**src/friction_cone_projection_assert.svh**
```systemverilog
// Assertion macros for the friction cone projection RTL.
`ifndef FRICTION_CONE_PROJECTION_ASSERT_SVH
`define FRICTION_CONE_PROJECTION_ASSERT_SVH

// same-cycle implication, disabled in reset
`define FCP_ASSERT_IMPL(label, ante, cons) \
  label: assert property (@(posedge clk_i) disable iff (!rst_ni) (ante) |-> cons) \
    else $error("friction cone projection check failed");

// next-cycle implication, disabled in reset
`define FCP_ASSERT_NEXT(label, ante, cons) \
  label: assert property (@(posedge clk_i) disable iff (!rst_ni) (ante) |=> cons) \
    else $error("friction cone projection check failed");

`endif

```
**src/fcp_pkg.sv**
```systemverilog
// Package: fixed-point types, saturating arithmetic and the pipeline record.
`timescale 1ns / 1ps
package fcp_pkg;

  localparam int WORD_BITS = 32;
  localparam int FRAC_BITS = 16;
  localparam int QUOT_BITS = WORD_BITS + FRAC_BITS;
  localparam int DIV_LAT   = QUOT_BITS + 2;

  typedef logic signed [WORD_BITS-1:0] word_t;

  localparam word_t WORD_MAX = {1'b0, {(WORD_BITS-1){1'b1}}};
  localparam word_t WORD_MIN = {1'b1, {(WORD_BITS-1){1'b0}}};
  localparam word_t FX_ONE   = word_t'(64'(1) << FRAC_BITS);

  typedef enum logic [1:0] {
    REG_STICK    = 2'd0,
    REG_SLIDE    = 2'd1,
    REG_SEPARATE = 2'd2
  } region_e;

  typedef struct packed {
    word_t   y1;
    word_t   y2;
    word_t   yn;
    word_t   yr;
    word_t   d1;
    word_t   d2;
    word_t   mu;
    word_t   rt;
    word_t   rn;
    word_t   mu_yn;
    word_t   m_rt;
    word_t   p11;
    word_t   p12;
    word_t   p22;
    word_t   q11;
    word_t   n12;
    word_t   q22;
    word_t   mu_hat;
    word_t   yr_mu;
    word_t   mu_mh;
    word_t   mh_yr;
    word_t   den;
    word_t   s;
    word_t   nmh;
    region_e region;
    word_t   factor;
    word_t   gn;
    word_t   a;
    word_t   muf;
    word_t   mugn;
    word_t   gy;
    word_t   t11;
    word_t   t12;
    word_t   t22;
    word_t   ap11;
    word_t   ap12;
    word_t   ap22;
    word_t   g1;
    word_t   g2;
    word_t   jtn1;
    word_t   jtn2;
    word_t   jnt1;
    word_t   jnt2;
    word_t   u11;
    word_t   u12;
    word_t   u22;
    word_t   j11;
    word_t   j12;
    word_t   j22;
  } rec_t;

  function automatic logic [WORD_BITS-1:0] fx_mag(input word_t a);
    logic [WORD_BITS-1:0] u;
    u = a;
    return a[WORD_BITS-1] ? (~u + 1'b1) : u;
  endfunction

  function automatic word_t fx_sat(input logic neg, input logic [QUOT_BITS-1:0] m);
    logic [QUOT_BITS-1:0] lim;
    logic [WORD_BITS-1:0] v;
    lim = QUOT_BITS'(WORD_MAX) + QUOT_BITS'(neg);
    v = (m > lim) ? lim[WORD_BITS-1:0] : m[WORD_BITS-1:0];
    return neg ? word_t'(-v) : word_t'(v);
  endfunction

  function automatic word_t fx_mul(input word_t a, input word_t b);
    logic [2*WORD_BITS-1:0] p;
    p = fx_mag(a) * fx_mag(b);
    return fx_sat(a[WORD_BITS-1] ^ b[WORD_BITS-1], p[2*WORD_BITS-1:FRAC_BITS]);
  endfunction

  function automatic word_t fx_add(input word_t a, input word_t b);
    logic [WORD_BITS:0] s;
    s = {a[WORD_BITS-1], a} + {b[WORD_BITS-1], b};
    if (s[WORD_BITS] != s[WORD_BITS-1]) return s[WORD_BITS] ? WORD_MIN : WORD_MAX;
    return word_t'(s[WORD_BITS-1:0]);
  endfunction

  function automatic word_t fx_neg(input word_t a);
    return (a == WORD_MIN) ? WORD_MAX : word_t'(-a);
  endfunction

endpackage

```
**src/fcp_delay.sv**
```systemverilog
// Delay line that carries the contact record and its valid bit past a divider.
`timescale 1ns / 1ps
module fcp_delay import fcp_pkg::*; #(
  parameter int WIDTH = 1,
  parameter int DEPTH = DIV_LAT
) (
  input  logic             clk_i,
  input  logic             rst_ni,
  input  logic             vld_i,
  input  logic [WIDTH-1:0] data_i,
  output logic             vld_o,
  output logic [WIDTH-1:0] data_o
);

  logic             vld_q  [DEPTH];
  logic [WIDTH-1:0] data_q [DEPTH];

  always_ff @(posedge clk_i or negedge rst_ni) begin
    if (!rst_ni) begin
      for (int k = 0; k < DEPTH; k++) vld_q[k] <= 1'b0;
    end else begin
      vld_q[0] <= vld_i;
      for (int k = 1; k < DEPTH; k++) vld_q[k] <= vld_q[k-1];
    end
  end

  always_ff @(posedge clk_i) begin
    data_q[0] <= data_i;
    for (int k = 1; k < DEPTH; k++) data_q[k] <= data_q[k-1];
  end

  assign vld_o  = vld_q[DEPTH-1];
  assign data_o = data_q[DEPTH-1];

endmodule

```
**config.mk**
```make
export PLATFORM = sky130hd
export DESIGN_NAME = fcp_delay
export DESIGN_NICKNAME = d
export VERILOG_FILES = /design/src/friction_cone_projection_assert.svh /design/src/fcp_pkg.sv /design/src/fcp_delay.sv
export SDC_FILE = /design/constraint.sdc
export NUM_CORES = 1
export LEC_CHECK = 0
export BUFFER_PORTS_ARGS = -buffer_cell sky130_fd_sc_hd__buf_2
export CORE_MARGIN = 10
export CORE_UTILIZATION = 50
export CTS_CLUSTER_SIZE = 8
export DETAILED_ROUTE_END_ITERATION = 10
export PLACE_DENSITY = 0.66
export SETUP_SLACK_MARGIN = 0.2
export SYNTH_ARGS = -nofsm -noshare
export SYNTH_HDL_FRONTEND = slang
export SYNTH_SLANG_ARGS = --single-unit
```
**constraint.sdc**
```tcl
create_clock -name clk_i -period 0.8 [get_ports clk_i]
set_clock_uncertainty 0.1 [all_clocks]
set_input_delay 0.08 -clock clk_i [delete_from_list [all_inputs] [get_ports clk_i]]
set_output_delay 0.08 -clock clk_i [all_outputs]
set_load 0.01 [all_outputs]
```
* Word-level counts from Yosys, hierarchy flattened *
Memory sizes are Yosys's and may differ from the RTL's.
Index checks and enable logic that the tools add are counted.

storage, ports and cells
  register bits after elaboration = 50
  word-level logic and storage cells = 51
  memories kept = 1
  memory bits (writable) = 50
  bits of input ports = 4

memory list
  name    words  bits a word  read ports  clocked after memory_dff  write ports  line             source
  data_q  50     1            50          0                         50           fcp_delay.sv:16  logic [WIDTH-1:0] data_q [DEPTH];

* Longest topological paths before layout *
  depth after elaboration = 0
  mapped depth = 0
  depth with buffers taken out = 0

* Least setup slack after synthesis *
No wires, ideal clock.

  kind = register to output
  start = reg vld_q (netlist bit vld_o)
  end = out vld_o
  arrival time = 376 ps
  cell stages (with the launch flop) = 1
  setup slack = 244 ps
  path through = dfrtp_1

RTL lines
  what             line             source
  start, declared  fcp_delay.sv:15  logic vld_q [DEPTH];
  end, declared    fcp_delay.sv:11  output logic vld_o,

No word-level cell between the ends.

* Final worst setup path *
  start = reg vld_q (netlist bit vld_o)
  end = out vld_o

No word-level cell between the ends.

==> results.cfg <==
[outcome]
status = finished with violations
violations = negative setup slack

[cells_and_area]
utilization_pct = 60.1
mostFrequentLayoutCells = dfxtp_1, dfrtp_1, clkbuf_8
nets = 124
nMultiInputCombCells = 0
drive_gt1_share_pct = 17.6
multi_input_area_sq_um = 0
syn_to_final_growth_pct = 16.1
design_area_sq_um = 2620
n_antenna_cell = 0
final_cells = 177

[worst_setup_path]
cp_data_required_time_ps = 620
critPathMaxFanout = 1
crit_buf_inv = 1
path_delay_family = flip-flops
critical-path-slowest-cell = dfrtp_1
worstSetupStartpointType = register
critPathArrivalTime_ps = 840
cpPeakStageDelay_ps = 380
cp-end-kind = output pin
worstSetupPathType = reg2out
crit_chain = buf_6

[clock_tree]
cts.sinks = 100
htreeDepth = 3
cts_tree = built
cts_setup_buffers = 0
cts_buffer_depth = 2
numCtsBuffers = 9
root_buffer = clkbuf_8
clk_latency_ps = 350
clk_pin_slew_ps = 90

[synth]
yosys_register_bits = 100
syn_nets = 104
netlist_instances = 100
synth.distinct_cells = 2
yosysTopAreaCellShare_pct = 55.6
synth_top_cell_by_area = dfrtp_1
ys_warn_count = 0
synth.cell_area_sq_um = 2250
avgSynthCellArea_sq_um = 22.5
synth-seq-area-share_pct = 100
synthTopCellsByArea = dfrtp_1, dfxtp_1

[sta]
rsz0062_at_grt = true
finalSetupViolCount = 2
finalMaxSlewViolations = 0
setup_tns_ps = -376
final.min_clock_period_ps = 1020
fin_crit_sh_pct = 128
layout_setup_ws_ps = -224
fmax_mhz = 976
worstMarginPinSlew_ps = 246
hold_slack_ps = 143
maxSlewHeadroom_pct = 83.6
finalHoldViolations = 0

[grt]
grt.overflow.total = 0
antenna_found_initial = 0
grt_max_degree = 51
grt_usage_pct = 8.03
grt_pass1_wl_microns = 4280
grt_pass1_vias = 849

[detailed_routing]
wl_per_cell_microns = 13.9
drtAntennaViolNets = 0
vias = 746
vias_per_cell = 4.21
drt_iter0_drc = 46
firstDrtPassIters = 2
routed_wl_microns = 2460
route.detailed.drc = 0

[pwr]
p_sw_share_pct = 20.0
leakagePower_nw = 1.16
p_int_mw = 6.96
vdd_drop_max_mv = 1.99
power_per_cell_area_nw_per_um2 = 3330
p_clk_share_pct = 37.6
combinationalPowerShare_pct = 1.0
seqPwrFrac_pct = 61.4
p_sw_mw = 1.74

[die]
die_x_microns = 87.1
fp.dieArea_sq_um = 7590
core.rowCount = 24
die_y_microns = 87.1
core-area_sq_um = 4350
num_io_pins = 6
start_util_pct = 51.7

[place]
place_area_sq_um = 2360
placed_cells = 158
dpl.hpwl_microns = 1210
routabilityCongestion = 0.662
io_buffers = 5

[run]
maxCapViolations = 0

[hold_path]
min_path_type = in2async
layer usage:
layer | GRT usage (%) | wire, microns | vias to the layer above
met1 | 9.17 | 1170 | 381
li1 | - | - | 344
met4 | 4.35 | 51 | 0
met3 | 6.55 | 185 | 4
met2 | 10.3 | 1050 | 17
met5 | 0 | 0 | -
kinds of logic (layout without fill, tap and decap cells):
kind of cell	after synthesis	in the layout	share of synthesized area, %
flops	100	100	100
buf+inv	0	25	0
synth_stat cells:
library cell / n
dfrtp_1: 50
dfxtp_1: 50
final timing paths:
kind	to	start	slack, ps	cells past startpoint
min reg2reg	data_q[2][1]	data_q[2][0]	230	0
max	vld_o	vld_o	-220	1
min in group clk_i	data_q[2][1]	data_q[2][0]	230	0
max reg2reg	vld_q[21]	vld_q[22]	200	0
min	vld_o	rst_ni	140	3
max in group asynchronous	vld_q[38]	rst_ni	250	3
sequential cells by signal, summed over array words and instances, names as in the netlist:
register  flops
vld_o         1
data_q       50
vld_q        49
power by group through the flow:
stage / combinational (mW) / sequential (mW) / clock [mW]
2_1_floorplan: 0 / 5.42 / 0
3_3_place_gp: 0.0709 / 5.44 / 0
3_5_place_dp: 0.0741 / 5.45 / 0
4_1_cts: 0.0854 / 5.35 / 3.40
5_1_grt: 0.0963 / 5.38 / 3.65
6_report: 0.0840 / 5.35 / 3.28
stage by stage:
| stage | total power, mW | setup WS, ps |
|---|---|---|
| after floorplan | 5.42 | 244 |
| after global placement | 5.51 | 153 |
| after detailed placement | 5.53 | 152 |
| after CTS | 8.84 | -249 |
| after global routing | 9.12 | -277 |
| final | 8.71 | -224 |
repair_timing:
| action | CTS | global route |
|---|---|---|
| cloned | 0 | 0 |
| endpoints found under the setup margin | 3 | 10 |
| endpoints found under the hold margin | 52 | 0 |
| hold buffers | 3 | 0 |
| resized for setup | 0 | 1 |
| pin swaps | 0 | 0 |
layout make-up:
class	count	area (sq um)
clock buffers	10	149
flip-flops and latches	100	2250
well taps	52	65.1
fillers	319	1740
repair buffers	9	81.3
clock inverters	6	67.6
Power figures use the tool's default switching activity.
